`config.mk`:
```
export PLATFORM = sky130hd
export DESIGN_NAME = rsb_op_queue
export DESIGN_NICKNAME = d
export VERILOG_FILES = /design/src/rsb_pkg.sv /design/src/rsb_op_queue.sv
export SDC_FILE = /design/constraint.sdc
export NUM_CORES = 1
export LEC_CHECK = 0
export ABC_AREA = 1
export BUFFER_PORTS_ARGS = -buffer_cell sky130_fd_sc_hd__buf_4
export CAP_MARGIN = 10
export CELL_PAD_IN_SITES_DETAIL_PLACEMENT = 1
export CELL_PAD_IN_SITES_GLOBAL_PLACEMENT = 1
export CORE_ASPECT_RATIO = 2
export CORE_UTILIZATION = 40
export DETAILED_ROUTE_END_ITERATION = 10
export GPL_TIMING_DRIVEN = 1
export HOLD_SLACK_MARGIN = 0.02
export PLACE_DENSITY = 0.73
export SYNTH_ARGS = -nofsm -noshare
export SYNTH_HDL_FRONTEND = slang
export SYNTH_SLANG_ARGS = --single-unit
```
`constraint.sdc`:
```
create_clock -name clk -period 3.15 [get_ports clk]
set_input_delay 0.63 -clock clk [delete_from_list [all_inputs] [get_ports clk]]
set_output_delay 0.63 -clock clk [all_outputs]
set_load 0.1 [all_outputs]
```
`src/rsb_pkg.sv`:
```
// ----------------------------------------------------------------------------
// rsb_pkg: shared types and constants of the run-length sprite line blitter
// Holds the port payload structs, the op format of the internal queue, the
// input kind, image mode and register index codes, and default sizes.
// ----------------------------------------------------------------------------
package rsb_pkg;

    // Default sizes for the top-level parameters
    localparam int LINE_PIXELS_DEF   = 1024;
    localparam int PALETTE_DEPTH_DEF = 65536;
    localparam int MAX_ROWS_DEF      = 1024;

    // Internal queue and output FIFO sizes
    localparam int QUEUE_DEPTH = 4;
    localparam int QUEUE_AW    = $clog2(QUEUE_DEPTH);
    localparam int QUEUE_CW    = $clog2(QUEUE_DEPTH + 1);
    localparam int OUT_DEPTH   = 4;
    localparam int OUT_AW      = $clog2(OUT_DEPTH);
    localparam int OUT_CW      = $clog2(OUT_DEPTH + 1);

    // Input kinds
    localparam logic [1:0] KIND_PAL_WRITE = 2'd0;
    localparam logic [1:0] KIND_LINE_LOAD = 2'd1;
    localparam logic [1:0] KIND_RLE_BYTE  = 2'd2;
    localparam logic [1:0] KIND_SPRITE    = 2'd3;

    // Image modes
    localparam logic [1:0] MODE_COPY  = 2'd0;
    localparam logic [1:0] MODE_REMAP = 2'd1;
    localparam logic [1:0] MODE_GLASS = 2'd2;
    localparam logic [1:0] MODE_BLEND = 2'd3;

    // Configuration register indexes
    localparam logic [1:0] REG_IMAGE_MODE = 2'd0;
    localparam logic [1:0] REG_ZOOM_SHIFT = 2'd1;
    localparam logic [1:0] REG_CLIP_LEFT  = 2'd2;
    localparam logic [1:0] REG_CLIP_WIDTH = 2'd3;

    localparam int CFG_DATA_W = 11;

    typedef struct packed {
        logic [1:0]  kind;
        logic [15:0] address;
        logic [7:0]  value;
    } in_item_t;

    typedef struct packed {
        logic [9:0] dest_row;
        logic [9:0] dest_column;
        logic [7:0] pixel;
        logic       write_valid;
        logic       line_end;
    } out_item_t;

    typedef struct packed {
        logic [1:0]         image_mode;
        logic [1:0]         zoom_shift;
        logic signed [10:0] clip_left;
        logic [10:0]        clip_width;
    } cfg_t;

    typedef enum logic [1:0] {
        OP_PAL,
        OP_LINE,
        OP_DRAW
    } op_kind_t;

    // One classified operation for the back end
    typedef struct packed {
        op_kind_t    kind;
        logic [15:0] addr;   // palette index, or line column
        logic [7:0]  value;  // palette entry, line pixel, or source pixel
        logic [9:0]  row;
        logic        write;  // draw op carries a pixel write
        logic        last;   // draw op completes the line
    } op_t;

endpackage

```
`src/rsb_op_queue.sv`:
```
// ----------------------------------------------------------------------------
// rsb_op_queue: short op queue between parser and back end
// Register FIFO; push and pop may happen in the same cycle.
// ----------------------------------------------------------------------------
module rsb_op_queue import rsb_pkg::*; (
    input  logic clk,
    input  logic rst_n,
    input  logic push,
    input  op_t  push_op,
    output logic full,
    input  logic pop,
    output logic valid,
    output op_t  head_op
);

    op_t                 mem_reg [QUEUE_DEPTH];
    logic [QUEUE_AW-1:0] head_reg;
    logic [QUEUE_AW-1:0] tail_reg;
    logic [QUEUE_CW-1:0] count_reg, count_next;

    assign full    = (count_reg == QUEUE_CW'(QUEUE_DEPTH));
    assign valid   = (count_reg != '0);
    assign head_op = mem_reg[head_reg];

    always_comb
    begin
        count_next = count_reg;
        if (push && !pop)
        begin
            count_next = count_reg + 1'b1;
        end
        else if (pop && !push)
        begin
            count_next = count_reg - 1'b1;
        end
    end

    always_ff @(posedge clk or negedge rst_n)
    begin
        if (!rst_n)
        begin
            head_reg  <= '0;
            tail_reg  <= '0;
            count_reg <= '0;
        end
        else
        begin
            if (push)
            begin
                tail_reg <= tail_reg + 1'b1;
            end
            if (pop)
            begin
                head_reg <= head_reg + 1'b1;
            end
            count_reg <= count_next;
        end
    end

    always_ff @(posedge clk)
    begin
        if (push)
        begin
            mem_reg[tail_reg] <= push_op;
        end
    end

endmodule

```
==> results by group <==
Critical path
  • Required time of the critical path: 2.52 ns
  • CP startpoint: head_reg[0]
  • CP endpoint kind: primary output
  • Reg2Reg Launch Point: tail_reg[0]
  • Bufs and invs on worst path: 2
  • CP top delay family: flip-flops
  • Largest stage delay on the critical path: ~0.69 ns
  • Critical path type: reg2out
  • Largest fanout on the critical path: between 70 and 80
  • CP max-delay cell: dfrtp_4
  • Crit-path cells: buf_12 > o211ai_1 > nand2_1 > buf_4
  • Critical path arrival: about 2.1 ns
  • Worst R2R Path Depth: 5
  • Levels on crit path: 4
  • Crit start category: register

Cells and area
  • Fillers: approximately 1700
  • Register Area: between 4000 and 5000 sq um
  • Commonest non-fill, non-tap cell in the layout: edfxtp_1
  • Area occupied by multi-input gates: roughly 1300 sq um
  • Final net count: around 630
  • Most frequent cells in the layout: 152 x edfxtp_1, 128 x nand2_1, 90 x buf_4
  • Area Growth Syn to Fin: 20.9%
  • Layout cells sized above 1: between 20% and 30%
  • Max reg flops: 152
  • ANT cells: 0

Global routing
  • Initial antenna violation count: 0
  • GR Overflow Total: 0
  • Total Routing Usage GR: ~17%
  • Largest net degree at the start of global routing: 73
  • Number of global-route vias before repair: roughly 4300
  • Global-route wire length before repair: between 20000 and 25000 um

Detailed routing
  • Drt via density: between 4 and 5
  • Pre-Repair DR Iteration Count: 4
  • Overall routed net length: ~14000 um
  • WL/cell: 17.3 um
  • Initial DRC count: 240
  • Routed Antenna Nets: 0
  • Routed via count: between 3000 and 4000
  • Post-route DRC: 0

Clocking
  • Worst-path clk slew: 0.07 ns
  • Cts bufs inserted: 17
  • CTS Buffer Depth: 2
  • CTS Root Buffer Type: clkbuf_16
  • Skew-Pair Late Insertion Delay: 0.42 ns
  • CTS H-tree lvls: 4
  • Clock sinks: ~160
  • TritonCTS clock tree: built
  • Post-CTS setup repair buffer count: 0
  • Post-cts resize count: 0

Placement
  • Placer Congestion: just over 0.7
  • Detailed Place HPWL: about 9000 um
  • IO Port Bufs: 81

Yosys
  • Post-Synthesis Cells: 492
  • Sequential fraction of the synthesis area: 71.8%
  • Post-Synth Simple-Gate Area: about 7.6%
  • Flops & latches, synth: about 160
  • Post-synthesis mux area share: 0%
  • Syn_nets: 540
  • Compound-cell area share of the yosys netlist: between 10% and 20%
  • Post-Synth Adder-Cell Area: approximately 1.3%
  • Largest family of logic cells by synthesized area: compound AO/OA/AOI/OAI gates
  • Syn Area/Cell: roughly 13 sq um
  • Total of warnings raised by yosys: 0
  • XOR/XNOR Fraction of Synth Area: less than 1%
  • Synthesized cell area: ~6600 sq um
  • Post-synth cell types: 21

Job
  • Max-cap violations: 0

STA
  • Final Setup Violations: 0
  • RSZ-0062 raised after global routing: false
  • Achievable frequency: 369 MHz
  • Slew Limit Fails: 0
  • Part of the cycle the worst path needs: between 80% and 90%
  • Setup TNS: 0 ns
  • Worst Skew: 0.00771 ns
  • Worst Tran Pin Value: 0.532 ns
  • Final min period: around 2.7 ns
  • Hold Vio Cnt, Final: 0
  • Relative slew slack: between 60% and 70%

Floorplanning
  • Horiz. Die Dim: 92.8 um
  • Row count: 66
  • Initial Utilization: 40.8%
  • Die ar.: about 17000 sq um
  • Die span in y: approximately 180 um
  • Top Ports: 82
  • Core Footprint: roughly 16000 sq um

Hold path
  • Hold WC Path Type: in2reg
  • Hold_sp: push_op[31]
  • WHS Path Cells: 1

Status
  • Status: completed
## cells by family after synthesis
kind of cell | count (synthesis)
adders and majority gates | 6
buffers and inverters | 114
xor gates and xnor gates | 4
and+or+nand+nor | 132
DFF | 159
AOI/OAI and AO/OA | 77
## final timing paths
| kind | end | slack (ns) |
|---|---|---|
| min in group asynchronous | count_reg[0] | 0.56 |
| setup reg to reg | mem_reg[2][11] | 1.32 |
| max in group asynchronous | head_reg[0] | 2.44 |
| hold / removal | mem_reg[0][31] | 0.41 |
| setup / recovery | head_op[35] | 0.44 |
| hold reg to reg | count_reg[2] | 0.52 |
## metrics by stage
stage | cells | setup WS, ns | area (sq um) | util, % | hold WS [ns]
final | 795 | 0.442 | 7980 | 49.3 | 0.412
after global routing | 795 | 0.327 | 7980 | 49.3 | 0.395
after CTS | 795 | 0.398 | 7980 | 49.3 | 0.391
after detailed placement | 763 | 0.862 | 7400 | 45.7 | 0.456
after global placement | 763 | 0.904 | 7400 | 45.7 | 0.452
after floorplan | 492 | 0.0167 | 6600 | - | 0.334
## cell usage after synthesis, drive strengths merged
master	number	area (sq um)
nor3	1	5.00
nand4	1	6.26
dfrtp	7	175
fa	1	20.0
clkbuf	2	7.51
edfxtp	152	4560
nand3	1	5.00
buf	24	181
ha	5	62.6
o211ai	76	716
nand2	128	480
xnor2	1	8.76
o21ai	1	5.00
xor2	3	26.3
nor2	1	3.75
inv	88	330
## metal layers
layer / GRT usage [%] / vias to the layer above / share of wire, %
li1: - / 1866 / -
met3: 3.97 / 14 / 3.3
met4: 7.08 / 0 / 1.8
met5: 0 / - / 0
met1: 17.9 / 1941 / 37
met2: 32.9 / 65 / 58
## worst register-to-register path: cells and delay by family, from the launching register on
family	cells	cell delay, ns
adder cells (fa/ha/maj)	1	0.16
AND/OR/NAND/NOR	1	0.06
flip-flops	1	0.43
buffers and inverters	3	0.85
## area by class of cell
class                   instances  share of cell area (%)
flip-flops and latches        159                    59.5
multi-input cells             219                    16.8
repair buffers                 94                    9.35
clock buffers                  17                    5.33
inverters                      88                    4.14
well taps                     204                    3.20
clock inverters                14                    1.69
## timing repair
item	4_1_cts	5_1_grt
endpoints found under the hold margin	7	0
endpoints found under the setup margin	0	0
hold buffers	1	0
Power is not shown: default switching activity piles up to over one toggle a cycle in this logic, so the estimate is an artifact.
