$ cat src/rsb_pkg.sv
// ----------------------------------------------------------------------------
// rsb_pkg: shared types and constants of the run-length sprite line blitter
// Holds the port payload structs, the op format of the internal queue, the
// input kind, image mode and register index codes, and default sizes.
// ----------------------------------------------------------------------------
package rsb_pkg;

    // Default sizes for the top-level parameters
    localparam int LINE_PIXELS_DEF   = 1024;
    localparam int PALETTE_DEPTH_DEF = 65536;
    localparam int MAX_ROWS_DEF      = 1024;

    // Internal queue and output FIFO sizes
    localparam int QUEUE_DEPTH = 4;
    localparam int QUEUE_AW    = $clog2(QUEUE_DEPTH);
    localparam int QUEUE_CW    = $clog2(QUEUE_DEPTH + 1);
    localparam int OUT_DEPTH   = 4;
    localparam int OUT_AW      = $clog2(OUT_DEPTH);
    localparam int OUT_CW      = $clog2(OUT_DEPTH + 1);

    // Input kinds
    localparam logic [1:0] KIND_PAL_WRITE = 2'd0;
    localparam logic [1:0] KIND_LINE_LOAD = 2'd1;
    localparam logic [1:0] KIND_RLE_BYTE  = 2'd2;
    localparam logic [1:0] KIND_SPRITE    = 2'd3;

    // Image modes
    localparam logic [1:0] MODE_COPY  = 2'd0;
    localparam logic [1:0] MODE_REMAP = 2'd1;
    localparam logic [1:0] MODE_GLASS = 2'd2;
    localparam logic [1:0] MODE_BLEND = 2'd3;

    // Configuration register indexes
    localparam logic [1:0] REG_IMAGE_MODE = 2'd0;
    localparam logic [1:0] REG_ZOOM_SHIFT = 2'd1;
    localparam logic [1:0] REG_CLIP_LEFT  = 2'd2;
    localparam logic [1:0] REG_CLIP_WIDTH = 2'd3;

    localparam int CFG_DATA_W = 11;

    typedef struct packed {
        logic [1:0]  kind;
        logic [15:0] address;
        logic [7:0]  value;
    } in_item_t;

    typedef struct packed {
        logic [9:0] dest_row;
        logic [9:0] dest_column;
        logic [7:0] pixel;
        logic       write_valid;
        logic       line_end;
    } out_item_t;

    typedef struct packed {
        logic [1:0]         image_mode;
        logic [1:0]         zoom_shift;
        logic signed [10:0] clip_left;
        logic [10:0]        clip_width;
    } cfg_t;

    typedef enum logic [1:0] {
        OP_PAL,
        OP_LINE,
        OP_DRAW
    } op_kind_t;

    // One classified operation for the back end
    typedef struct packed {
        op_kind_t    kind;
        logic [15:0] addr;   // palette index, or line column
        logic [7:0]  value;  // palette entry, line pixel, or source pixel
        logic [9:0]  row;
        logic        write;  // draw op carries a pixel write
        logic        last;   // draw op completes the line
    } op_t;

endpackage

$ cat src/rsb_front.sv
// ----------------------------------------------------------------------------
// rsb_front: input parser of the sprite line blitter
// Tracks the chunk header state, clips and samples each data byte, and
// turns accepted transactions into ops for the back end.
// ----------------------------------------------------------------------------
module rsb_front import rsb_pkg::*; #(
    parameter int LINE_PIXELS   = LINE_PIXELS_DEF,
    parameter int PALETTE_DEPTH = PALETTE_DEPTH_DEF,
    parameter int MAX_ROWS      = MAX_ROWS_DEF
) (
    input  logic     clk,
    input  logic     rst_n,
    input  logic     in_valid,
    output logic     in_ready,
    input  in_item_t in_data,
    input  cfg_t     cfg,
    input  logic     q_full,
    output logic     q_push,
    output op_t      q_op
);

    localparam int RW = $clog2(MAX_ROWS);

    typedef enum logic [1:0] {
        PH_SIZE,
        PH_START,
        PH_DATA
    } phase_t;

    phase_t             phase_reg, phase_next;
    logic [6:0]         bytes_left_reg, bytes_left_next;
    logic               last_chunk_reg, last_chunk_next;
    logic signed [11:0] column_pos_reg, column_pos_next;
    logic [RW-1:0]      row_count_reg, row_count_next;

    logic        accept;
    logic [10:0] x_low;
    logic [10:0] col;
    logic [10:0] step_mask;
    logic        in_clip;
    logic        line_end;
    logic [6:0]  bytes_dec;
    logic [RW-1:0] row_inc;

    assign in_ready = !q_full;
    assign accept   = in_valid && in_ready;

    always_comb
    begin
        x_low     = column_pos_reg[10:0];
        col       = x_low >> cfg.zoom_shift;
        step_mask = 11'((11'd1 << cfg.zoom_shift) - 11'd1);
        in_clip   = !column_pos_reg[11] && (x_low < cfg.clip_width)
                    && ((x_low & step_mask) == 11'd0)
                    && ({2'b00, col} < 13'(LINE_PIXELS));
        bytes_dec = bytes_left_reg - 7'd1;
        row_inc   = (row_count_reg == RW'(MAX_ROWS - 1)) ? '0 : row_count_reg + 1'b1;

        phase_next      = phase_reg;
        bytes_left_next = bytes_left_reg;
        last_chunk_next = last_chunk_reg;
        column_pos_next = column_pos_reg;
        row_count_next  = row_count_reg;
        line_end        = 1'b0;

        q_push       = 1'b0;
        q_op.kind    = OP_DRAW;
        q_op.addr    = in_data.address;
        q_op.value   = in_data.value;
        q_op.row     = 10'(row_count_reg);
        q_op.write   = 1'b0;
        q_op.last    = 1'b0;

        if (accept)
        begin
            unique case (in_data.kind)
                KIND_PAL_WRITE:
                begin
                    q_op.kind = OP_PAL;
                    q_push    = ({1'b0, in_data.address} < 17'(PALETTE_DEPTH));
                end
                KIND_LINE_LOAD:
                begin
                    q_op.kind = OP_LINE;
                    q_push    = ({1'b0, in_data.address} < 17'(LINE_PIXELS));
                end
                KIND_SPRITE:
                begin
                    phase_next      = PH_SIZE;
                    bytes_left_next = 7'd0;
                    last_chunk_next = 1'b0;
                    column_pos_next = 12'sd0;
                    row_count_next  = '0;
                end
                KIND_RLE_BYTE:
                begin
                    unique case (phase_reg)
                        PH_SIZE:
                        begin
                            bytes_left_next = in_data.value[6:0];
                            last_chunk_next = in_data.value[7];
                            phase_next      = PH_START;
                        end
                        PH_START:
                        begin
                            column_pos_next = $signed({4'b0000, in_data.value})
                                              - $signed({cfg.clip_left[10], cfg.clip_left});
                            if (bytes_left_reg == 7'd0)
                            begin
                                phase_next = PH_SIZE;
                                line_end   = last_chunk_reg;
                            end
                            else
                            begin
                                phase_next = PH_DATA;
                            end
                        end
                        PH_DATA:
                        begin
                            column_pos_next = column_pos_reg + 12'sd1;
                            bytes_left_next = bytes_dec;
                            if (bytes_dec == 7'd0)
                            begin
                                phase_next = PH_SIZE;
                                line_end   = last_chunk_reg;
                            end
                            q_op.write = in_clip;
                            q_op.addr  = {5'b00000, col};
                        end
                        default:
                        begin
                            phase_next = PH_SIZE;
                        end
                    endcase
                    if (line_end)
                    begin
                        row_count_next = row_inc;
                    end
                    q_op.last = line_end;
                    q_push    = q_op.write || line_end;
                end
                default:
                begin
                    q_push = 1'b0;
                end
            endcase
        end
    end

    always_ff @(posedge clk or negedge rst_n)
    begin
        if (!rst_n)
        begin
            phase_reg      <= PH_SIZE;
            bytes_left_reg <= 7'd0;
            last_chunk_reg <= 1'b0;
            column_pos_reg <= 12'sd0;
            row_count_reg  <= '0;
        end
        else
        begin
            phase_reg      <= phase_next;
            bytes_left_reg <= bytes_left_next;
            last_chunk_reg <= last_chunk_next;
            column_pos_reg <= column_pos_next;
            row_count_reg  <= row_count_next;
        end
    end

endmodule

$ cat config.mk
export PLATFORM = sky130hd
export DESIGN_NAME = rsb_front
export DESIGN_NICKNAME = d
export VERILOG_FILES = /design/src/rsb_pkg.sv /design/src/rsb_front.sv
export SDC_FILE = /design/constraint.sdc
export NUM_CORES = 1
export LEC_CHECK = 0
export ABC_CLOCK_PERIOD_IN_PS = 3970
export BUFFER_PORTS_ARGS = -buffer_cell sky130_fd_sc_hd__buf_2
export CORE_UTILIZATION = 58
export CTS_CLUSTER_SIZE = 8
export DETAILED_ROUTE_END_ITERATION = 6
export PLACE_DENSITY = 0.87
export SLEW_MARGIN = 10
export SYNTH_ARGS = -nofsm -noshare
export SYNTH_HDL_FRONTEND = slang
export SYNTH_SLANG_ARGS = --single-unit
$ cat constraint.sdc
create_clock -name clk -period 3.97 [get_ports clk]
set_input_delay 0 -clock clk [delete_from_list [all_inputs] [get_ports clk]]
set_output_delay 0 -clock clk [all_outputs]
set_load 0.03 [all_outputs]
==> results.tsv, run 1 <==
stage	metric	value	unit
route	vias per inst	6.26	
global_route	met2 GRT Util	0.512	
global_route	largest net degree at the start of global routing	33	
finish	number of antenna diodes	0	
logic_synthesis	Post-synth top flop	dfrtp_1	
route	WL final	9430	um
logic_synthesis	Ys Warns	0	
route	drt wl/cell	15.9	um
clocking	Clk pin slew, worst setup/hold paths	70	ps
global_route	first-pass GRT wire length	15100	um
finish	Area Overhead vs Synth	14.8	%
finish	Finished Layout Cells	593	
floorplan	Starting Density	0.599	
floorplan	Die ar.	0.00643	mm2
logic_synthesis	syn nets	531	
finish	fraction of layout cells with a size suffix above 1	0.253	
critical_path	Worst EP required	4110	ps
place	# placed instances	585	
place	HPWL after DPL	6960	um
floorplan	core area	0.00592	mm2
route	first drt pass iteration count	7	
worst_hold_path	HP Start	in_data[7]	
sta	RSZ-0062 raised after global routing	no	
sta	count of pins over their slew limit	0	
power	Pwr Total	1.28	mW
global_route	vias in the first global route	3314	
sta	Rel. slew slack	0.407	
sta	Setup Viol. Count Final	0	
route	iteration-0 DRC count of the detailed router	307	
finish	area taken by multi-input logic gates	0.00244	mm2
critical_path	Reg2Reg Depth	9	
place	routability cong.	0.924	
critical_path	reg2reg setup slack	980	ps
clocking	Post-CTS Setup Bufs	0	
clocking	CTS tree	built	
critical_path	R2R Path End	row_count_reg[8]	
critical_path	critical path startpoint category	flop	
critical_path	RR Startpoint	bytes_left_reg[0]	
job	Max-cap violations	0	
clocking	worst-skew pair later-pin latency	290	ps
floorplan	io pins	96	
global_route	initial antenna violation count	0	
sta	Final Hold Viols	0	
sta	total negative slack	0	ps
sta	post-layout min period	2990	ps
route	detailed-route via count	3710	
finish	# fillers	502	
critical_path	CP arrival	3130	ps
logic_synthesis	syn avg cell area	7.95	um2
global_route	met3 usage	0.0455	
power	Leak	2.01	nW
place	port bufs	93	
sta	final period utilization	0.754	
power	PD cells	314	mW/mm2
finish	fin util	0.687	
global_route	GRT busiest layer	met2	
critical_path	crit end category	flop	
route	Final ANT Viol Nets	0	
clocking	Num CTS Buffers	5	
worst_hold_path	worst hold path type	input pin to flop	
floorplan	die width	80.2	um
logic_synthesis	sequential share of the synthesized area	0.226	
logic_synthesis	Post-Syn Area	0.00354	mm2
clocking	clock root cell	clkbuf_8	
critical_path	Crit Path Class	flop to flop	
worst_hold_path	WHS Path Cells	3	
clocking	Max clock buf depth	2	
finish	Sequential Area	801	um2
sta	Slew @ Worst Pin	890	ps
logic_synthesis	number of synthesized register bits	32	
sta	Max Fclk	0.334	GHz
finish	fin nets	603	
global_route	total global-route track usage	0.302	
finish	max FFs per register	12	
power	Peak VDD IR	0.192	mV
logic_synthesis	EDFF count, synth	0	
clocking	Resized Gates After CTS	0	
logic_synthesis	Mapped Cells	446	
clocking	clk sinks	32	
global_route	met1 Usage GRT	0.385	
floorplan	Die Ht	80.2	um
clocking	htree depth	2	
critical_path	Crit Path Max Fanout	9	
logic_synthesis	count of different cell masters after synthesis	63	
route	drt drc	0	
sta	Setup Skew	5.99	ps
sta	worst hold slack	68.9	ps
run_status	status	finished, final reports clean	
floorplan	num rows	28	
worst_hold_path	WHS Endpoint	last_chunk_reg	
logic_synthesis	FFs w/ async S/R, synth	1.00	
global_route	Overflow after GRT	0	
-- synth_stat cells, drive strengths merged, types with 9 or more instances --
| cell type | instances | area (um2) |
|---|---|---|
| a21oi | 17 | 85.1 |
| and3 | 13 | 81.3 |
| buf | 12 | 83.8 |
| clkbuf | 22 | 82.6 |
| dfrtp | 32 | 801 |
| ha | 28 | 350 |
| inv | 39 | 146 |
| mux2i | 10 | 100 |
| nand2 | 38 | 143 |
| nand2b | 9 | 63.8 |
| nand3 | 17 | 85.1 |
| nor2 | 29 | 109 |
| nor3 | 16 | 80.1 |
| o21ai | 31 | 159 |
| o31ai | 16 | 120 |
| o41ai | 10 | 148 |
-- critical path, cell delays in order, from the launching register on --
cell,delay (ps)
dfrtp_1,480
inv_1,130
ha_1,310
or3b_4,450
o21ai_2,140
and4b_1,290
a31oi_1,250
buf_4,260
o31ai_1,380
o41ai_2,150
-- routing by layer --
| layer | up-vias | routed length, um |
|---|---|---|
| li1 | 1762 | - |
| met1 | 1740 | 4090 |
| met2 | 187 | 4550 |
| met3 | 21 | 637 |
| met4 | 0 | 150 |
| met5 | - | 0 |
-- power breakdown --
group / internal, mW / leakage (nW) / switching [mW]
registers: 0.375 / 0.435 / 0.105
logic: 0.241 / 1.54 / 0.307
clock network: 0.119 / 0.0410 / 0.129
total: 0.736 / 2.01 / 0.541
-- layout make-up --
type / instances / area share
Timing Repair Buffer: 99 / 0.126
Clock buffer: 6 / 0.0178
Clock inverter: 1 / 0.00123
Multi-Input combinational cell: 341 / 0.599
Sequential cell: 32 / 0.197
Tap cell: 75 / 0.0231
Inverter: 39 / 0.0360
-- kinds of logic after synthesis --
| family | after synthesis | share of synthesized area |
|---|---|---|
| AOI/OAI and AO/OA | 120 | 0.247 |
| xor gates and xnor gates | 10 | 0.0247 |
| adders and majority gates | 29 | 0.104 |
| buffers and inverters | 73 | 0.0882 |
| DFF | 32 | 0.226 |
| muxes | 21 | 0.0759 |
| and+or+nand+nor | 161 | 0.233 |
-- cell usage in the layout, fill, tap and decap left out, types with 5 or more instances in the layout --
| master | Yosys | layout |
|---|---|---|
| a21oi_1 | 17 | 17 |
| a31oi_1 | 7 | 7 |
| and2_1 | 7 | 7 |
| and3_1 | 13 | 13 |
| buf_2 | 1 | 93 |
| buf_4 | 8 | 5 |
| clkbuf_8 | 0 | 5 |
| dfrtp_1 | 32 | 32 |
| ha_1 | 28 | 28 |
| inv_1 | 39 | 39 |
| mux2_2 | 7 | 7 |
| mux2i_1 | 10 | 10 |
| nand2_1 | 38 | 38 |
| nand2b_1 | 8 | 8 |
| nand3_1 | 17 | 17 |
| nor2_1 | 29 | 29 |
| nor2b_1 | 6 | 6 |
| nor3_1 | 16 | 16 |
| nor4_1 | 6 | 6 |
| o21a_1 | 6 | 6 |
| o21ai_0 | 29 | 29 |
| o31ai_1 | 16 | 15 |
| o41ai_2 | 8 | 8 |
| xnor2_1 | 7 | 7 |
-- through the flow --
stage / area (um2) / worst slack, ps
2_1_floorplan: 3540 / 1530
3_3_place_gp: 3980 / 1270
3_5_place_dp: 3980 / 1110
4_1_cts: 4070 / 1090
5_1_grt: 4070 / 852
6_report: 4070 / 978
-- how the worst max path moves through the flow --
stage                            startpoint                to  slack (ps)  cells past startpoint
after detailed placement  bytes_left_reg[1]  row_count_reg[8]        1110                      9
after global placement    bytes_left_reg[0]  row_count_reg[9]        1270                      8
after CTS                 bytes_left_reg[0]  row_count_reg[8]        1090                      9
final                     bytes_left_reg[0]  row_count_reg[8]         980                      9
after floorplan           bytes_left_reg[0]  row_count_reg[5]        1530                     10
after global routing      bytes_left_reg[0]  row_count_reg[8]         850                      9
-- repair_timing --
| action | 4_1_cts | 5_1_grt |
|---|---|---|
| endpoints found under the setup margin | 0 | 0 |
| endpoints found under the hold margin | 32 | 0 |
| hold buffers | 1 | 0 |
Note: power is estimated with default switching activity, not from simulation.
==> run 2: changes to the inputs <==
- ABC_AREA: unset -> 1
- ABC_CLOCK_PERIOD_IN_PS: 3970 -> 2600
- CORE_UTILIZATION: 58 -> 49
- PLACE_DENSITY: 0.87 -> 0.78
- clock period: 3.97 -> 2.6 ns (I/O delays scaled with it)
==> run 2 against run 1 <==
Global-route usage fell by 5.7 points. Routed wire length fell by 6.1%. Via count rose by 0.92%. Cell area rose by 0.12%. Clock skew rose by 6.4 ps. Critical path type is now flop to output port. Largest cell class unchanged. Largest power group unchanged.
==> results.tsv, run 2 <==
stage	metric	value	unit	change
logic_synthesis	FFs w/ async S/R, synth	1.00		unchanged
finish	Sequential Area	801	um2	unchanged
critical_path	crit path launch	phase_reg[0]		
critical_path	CP arrival	2310	ps	-820 ps
clocking	Clk pin slew, worst setup/hold paths	70	ps	about the same
logic_synthesis	Synth area leaders	dfrtp_1 23%, nand2_1 16%, ha_1 10%, inv_1 7.5%, nand3_1 7.2%		
sta	RSZ-0062 raised after global routing	no		
critical_path	Worst EP required	2600	ps	-1510 ps
place	HPWL after DPL	7070	um	+1.6%
critical_path	critical path startpoint category	flop		
floorplan	die width	86.3	um	+7.7%
floorplan	num rows	30		+7.1%
sta	total negative slack	0	ps	unchanged
clocking	Resized Gates After CTS	0		unchanged
power	Peak VDD IR	0.290	mV	+52%
logic_synthesis	EDFF count, synth	0		unchanged
clocking	clock root cell	clkbuf_8		
logic_synthesis	Mapped Cells	545		+22%
floorplan	Starting Density	0.510		-0.0884
logic_synthesis	syn nets	630		+19%
finish	# fillers	680		+35%
logic_synthesis	Post-Syn Area	0.00349	mm2	-1.7%
critical_path	reg2reg setup slack	450	ps	-530 ps
logic_synthesis	top-area cell type share of the netlist area	0.230		+0.00381
critical_path	Buffers & Inverters on Critical Path	5		+3
finish	fin util	0.596		-0.0909
logic_synthesis	syn avg cell area	6.40	um2	-20%
worst_hold_path	worst hold path type	input pin to flop		
finish	Area Overhead vs Synth	16.8	%	
clocking	htree depth	2		unchanged
clocking	CTS tree	built		
clocking	Max clock buf depth	2		unchanged
finish	fin nets	713		+18%
worst_hold_path	WHS Endpoint	bytes_left_reg[5]		
clocking	clk sinks	32		unchanged
route	vias per inst	5.16		-17%
global_route	vias in the first global route	3356		+1.3%
floorplan	core area	0.00683	mm2	+15%
critical_path	Crit Path Max Fanout	18		+9
sta	post-layout min period	2310	ps	
route	iteration-0 DRC count of the detailed router	194		-37%
logic_synthesis	number of synthesized register bits	32		unchanged
floorplan	Die ar.	0.00746	mm2	+16%
sta	Max Fclk	0.433	GHz	
clocking	Num CTS Buffers	5		unchanged
route	first drt pass iteration count	5		-2
route	Final ANT Viol Nets	0		unchanged
sta	final period utilization	0.887		
finish	fraction of layout cells with a size suffix above 1	0.202		-0.0510
logic_synthesis	top-count cell post-synth	nand2_1		
floorplan	Die Ht	86.3	um	+7.7%
sta	Final Hold Viols	0		unchanged
route	drt wl/cell	12.2	um	-23%
place	DP Worst Slack	488	ps	-620 ps
critical_path	critical path's top delay family	buffers and inverters		
global_route	Overflow after GRT	0		unchanged
clocking	worst-skew pair later-pin latency	280	ps	about the same
sta	Slew @ Worst Pin	768	ps	-122 ps
critical_path	Most common cell on crit path	inv_2		
critical_path	Reg2Reg Depth	12		+3
worst_hold_path	HP Start	in_data[5]		
sta	Rel. slew slack	0.488		+0.0813
finish	number of antenna diodes	0		unchanged
critical_path	crit end category	output port		
critical_path	slowest CP cell	dfrtp_1		
global_route	initial antenna violation count	0		unchanged
sta	Final WS setup	293	ps	-685 ps
critical_path	critical path cell sequence	inv_1 -> ha_1 -> inv_2 -> nor2_4 -> inv_2 -> nor2_8 -> inv_2 -> o31ai_1 -> buf_2		
run_status	status	finished, final reports clean		
place	routability cong.	0.918		-0.68%
sta	Setup Skew	12.4	ps	+6.38 ps
global_route	first-pass GRT wire length	14800	um	-2.0%
logic_synthesis	Post-synth top flop	dfrtp_1		
finish	commonest non-fill, non-tap cell in the layout	nand2_1		
sta	count of pins over their slew limit	0		unchanged
power	Leak	2.19	nW	+8.8%
global_route	total global-route track usage	0.245		-0.0567
critical_path	Crit Path Class	flop to output port		
logic_synthesis	Ys Warns	0		unchanged
critical_path	R2R Path End	row_count_reg[1]		
logic_synthesis	Synth area leader	dfrtp_1		
finish	max FFs per register	12		unchanged
route	detailed-route via count	3744		+0.92%
logic_synthesis	Synth top cells by count	151 x nand2_1, 70 x inv_1, 50 x nand3_1, 50 x nor2_1, 35 x o21ai_0		
job	Max-cap violations	0		unchanged
finish	area taken by multi-input logic gates	0.00227	mm2	-6.9%
logic_synthesis	sequential share of the synthesized area	0.230		+0.00381
finish	commonest non-fill, non-tap cells in the layout	151 x nand2_1, 93 x buf_2, 70 x inv_1		
power	PD cells	441	mW/mm2	+40%
worst_hold_path	WHS Path Cells	3		unchanged
critical_path	CP peak stage delay	400	ps	-80 ps
route	WL final	8860	um	-6.1%
logic_synthesis	count of different cell masters after synthesis	40		-37%
place	port bufs	93		unchanged
sta	Setup Viol. Count Final	0		unchanged
global_route	largest net degree at the start of global routing	33		unchanged
route	drt drc	0		unchanged
critical_path	RR Startpoint	bytes_left_reg[0]		
floorplan	io pins	96		unchanged
## run 2: changes by cell type in the layout (fill, tap and decap cells not counted), sizes merged, moves of 11 or more
cell	previous run	this run
and3	13	1
inv	39	77
nand3	17	50
o31ai	16	2
o21ai	31	42
nor3	16	3
nor2	29	59
nand2	38	156
## run 2: worst min-delay path: cells and delay by family
family	cells	cell delay, ps
compound gates	2	190
buf+inv	1	110
## run 2: layer usage
layer	up-vias	GRT usage	routed length [um]
met2	125	0.413	4080
met1	1675	0.327	4200
met5	-	0	0
met4	0	0.0712	89
met3	8	0.0343	487
li1	1936	-	-
## run 2: stage by stage
stage	cell area [um2]	instances	power (mW)	hold slack [ps]
detailed placement	3960	716	1.33	121
CTS	4070	725	1.80	54.9
global placement	3960	716	1.30	121
finish	4070	725	1.80	53.3
global route	4070	725	1.92	74.5
floorplan	3490	545	1.13	-296
## run 2: timing repair
action	4_1_cts	5_1_grt
hold endpoints to repair	32	0
setup buffers	0	0
hold buffers	1	0
## run 2: where the power goes
part / switching, mW / internal [mW]
Sequential: 0.101 / 0.559
Clock: 0.182 / 0.284
Combinational: 0.424 / 0.244
## run 2: worst max path at each step
stage | endpoint | slack, ps | depth (start not counted)
floorplan | q_op[29] | 520 | 9
global placement | row_count_reg[1] | 560 | 12
detailed placement | row_count_reg[1] | 490 | 12
CTS | q_op[29] | 290 | 9
global route | q_op[30] | 130 | 9
finish | q_op[29] | 290 | 9
## run 2: layout make-up
| type | count | area share |
|---|---|---|
| multi-input combinational | 416 | 0.557 |
| sequential | 32 | 0.197 |
| timing repair buffer | 95 | 0.119 |
| inverter | 78 | 0.0719 |
| tap | 96 | 0.0295 |
| clock buffer | 6 | 0.0178 |
| clock inverter | 2 | 0.00860 |
## run 2: kinds of logic (layout without fill, tap and decap cells)
| logic type | count (synthesis) | count (layout) | synth area share |
|---|---|---|---|
| AOI/OAI and AO/OA | 93 | 93 | 0.155 |
| xor gates and xnor gates | 10 | 10 | 0.0251 |
| adders and majority gates | 29 | 29 | 0.106 |
| buffers and inverters | 97 | 181 | 0.120 |
| DFF | 32 | 32 | 0.230 |
| and+or+nand+nor | 284 | 284 | 0.364 |
==> run 3: changes to the inputs <==
- ABC_AREA: 1 -> unset
- CORE_UTILIZATION: 49 -> 45
- PLACE_DENSITY: 0.78 -> 0.73
==> run 3 against run 2 <==
Non-clock buffer count grew 17. Register-to-register slack lost 370 ps. Sequential share of layout area shrank 0.67 points. Routed wire length grew 8.3%. Critical path type is now flop to flop. Worst hold slack improved by 37 ps. Combinational power increased by 37%. Global-route usage is 0.75 points lower. Clock skew fell by 5.4 ps. Core utilization is 3.0 points lower. Worst setup slack got worse by 210 ps.
==> results.tsv, run 3 (synthesis gave the netlist of run 1 again) <==
stage	metric	value	unit	change
sta	Final Hold Viols	0		unchanged
clocking	clock root cell	clkbuf_8		
worst_hold_path	worst hold path type	input pin to flop		
sta	Setup Viol. Count Final	0		unchanged
floorplan	io pins	96		unchanged
critical_path	Worst EP required	2750	ps	+150 ps
sta	count of pins over their slew limit	0		unchanged
sta	Slew @ Worst Pin	777	ps	+8.63 ps
critical_path	CP peak stage delay	390	ps	about the same
route	WL final	9590	um	+8.3%
critical_path	critical path startpoint category	flop		
critical_path	crit end category	flop		
clocking	worst-skew pair later-pin latency	280	ps	about the same
critical_path	Buffers & Inverters on Critical Path	4		-1
power	Pwr Total	1.98	mW	+10%
power	Leak	2.08	nW	-5.2%
sta	Rel. slew slack	0.482		-0.00575
place	DP Worst Slack	89.8	ps	-399 ps
global_route	GRT busiest layer	met2		
finish	Area Overhead vs Synth	18.9	%	
sta	total negative slack	0	ps	unchanged
power	Peak VDD IR	0.229	mV	-21%
power	PD cells	470	mW/mm2	+6.6%
global_route	Overflow after GRT	0		unchanged
place	port bufs	93		unchanged
finish	Finished Cell Area	0.00422	mm2	+3.5%
floorplan	Starting Density	0.476		-0.0343
global_route	total global-route track usage	0.238		-0.00750
floorplan	Die Ht	90.8	um	+5.1%
job	Max-cap violations	0		unchanged
finish	area taken by multi-input logic gates	0.00245	mm2	+8.2%
floorplan	Die ar.	0.00824	mm2	+10%
finish	commonest non-fill, non-tap cell in the layout	buf_2		
global_route	met1 Usage GRT	0.325		-0.00254
finish	# fillers	710		+4.4%
critical_path	critical path cell sequence	inv_1 -> ha_1 -> buf_4 -> o41ai_1 -> and4b_1 -> buf_4 -> a31oi_1 -> buf_4 -> o31ai_1 -> o41ai_2		
critical_path	Most common cell on crit path	buf_4		
clocking	Clk pin slew, worst setup/hold paths	70	ps	about the same
clocking	clk sinks	32		unchanged
route	first drt pass iteration count	4		-1
global_route	vias in the first global route	3357		+0.030%
power	Clock Power Share	0.185		-0.075
finish	fin nets	616		-14%
finish	fraction of layout cells with a size suffix above 1	0.277		+0.0749
place	dpl cell area	0.00409	mm2	+3.5%
critical_path	Crit Path Class	flop to flop		
power	sw power	0.823	mW	+16%
global_route	largest net degree at the start of global routing	33		unchanged
finish	number of antenna diodes	0		unchanged
global_route	first-pass GRT wire length	16100	um	+8.6%
place	HPWL after DPL	7270	um	+2.8%
place	routability cong.	0.893		-2.7%
clocking	Num CTS Buffers	5		unchanged
run_status	status	finished, final reports clean		
finish	Sequential Area	801	um2	unchanged
route	iteration-0 DRC count of the detailed router	216		+11%
finish	max FFs per register	12		unchanged
clocking	Max clock buf depth	2		unchanged
critical_path	Crit Path Max Fanout	10		-8
critical_path	critical path's top delay family	compound AO/OA/AOI/OAI gates		
route	Final ANT Viol Nets	0		unchanged
floorplan	num rows	31		+3.3%
critical_path	slowest CP cell	o41ai_1		
sta	post-layout min period	2520	ps	+215 ps
route	detailed-route via count	3566		-4.8%
sta	Final WS setup	77.9	ps	-215 ps
power	Logic pwr share	0.462		+0.090
power	switch share	0.415		+0.0211
sta	Max Fclk	0.396	GHz	-8.5%
clocking	htree depth	2		unchanged
power	P_int	1.16	mW	+6.5%
floorplan	die width	90.8	um	+5.1%
route	vias per inst	5.66		+9.6%
floorplan	core area	0.00745	mm2	+9.0%
sta	final period utilization	0.970		+0.0826
clocking	CTS tree	built		
global_route	met2 GRT Util	0.390		-0.0233
sta	Setup Skew	6.92	ps	-5.45 ps
route	drt drc	0		unchanged
sta	RSZ-0062 raised after global routing	no		
global_route	met3 usage	0.0370		+0.00275
critical_path	CP arrival	2670	ps	+360 ps
route	drt wl/cell	15.2	um	+25%
global_route	initial antenna violation count	0		unchanged
finish	commonest non-fill, non-tap cells in the layout	92 x buf_2, 39 x inv_1, 38 x nand2_1		
power	Reg power frac	0.353		-0.015
## run 3: cell count changes in the layout (fill, tap and decap cells not counted), moves of 13 or more
cell / delta
nand3_1: -33
nor2_1: -21
buf_4: +18
nand2_1: -113
nor3_1: +13
inv_1: -31
## run 3: routing by layer
metal  routed length [um]  share of wire
met3                  587          0.061
met2                 4430           0.46
met4                  120          0.013
met5                    0              0
met1                 4450           0.46
## run 3: final timing paths
path / from / endpoint / slack [ps] / cells after the start
worst max-delay path: bytes_left_reg[1] / row_count_reg[3] / 80 / 10
worst min-delay path: cfg[20] / column_pos_reg[9] / 90 / 3
worst max register to register: bytes_left_reg[1] / row_count_reg[3] / 80 / 10
worst min register to register: row_count_reg[7] / row_count_reg[7] / 530 / 1
max in group asynchronous: rst_n / column_pos_reg[9] / 1770 / 2
min in group asynchronous: rst_n / row_count_reg[7] / 320 / 2
## run 3: repair_timing
action,CTS,global route
resized for setup,1,3
setup endpoints to repair,1,1
hold buffers,1,0
hold endpoints to repair,32,0
pin swaps,2,1
setup buffers,2,0
## run 3: power by group through the flow
stage	clock network (mW)	logic [mW]	registers (mW)
4_1_cts	0.372	0.908	0.696
6_report	0.367	0.915	0.700
3_3_place_gp	0	0.866	0.705
5_1_grt	0.395	1.02	0.716
2_1_floorplan	0	0.670	0.660
3_5_place_dp	0	0.891	0.708
## run 3: worst min-delay path, delay by kind of cell
kind                   cells  cell delay, ps
AOI/OAI and AO/OA          2             210
buffers and inverters      1             130
## run 3: area by class of cell
class,instances,area share
multi-input combinational,341,0.582
sequential,32,0.190
timing repair buffer,112,0.145
inverter,39,0.0347
tap,99,0.0294
clock buffer,6,0.0172
clock inverter,1,0.00119
## run 3: per-stage QoR
step                       util  std cells  hold slack (ps)
after CTS                 0.564        630             89.3
after floorplan               -        446             -296
after detailed placement  0.550        620              112
after global placement    0.550        620              119
after global routing      0.566        630             95.2
final                     0.566        630             90.6
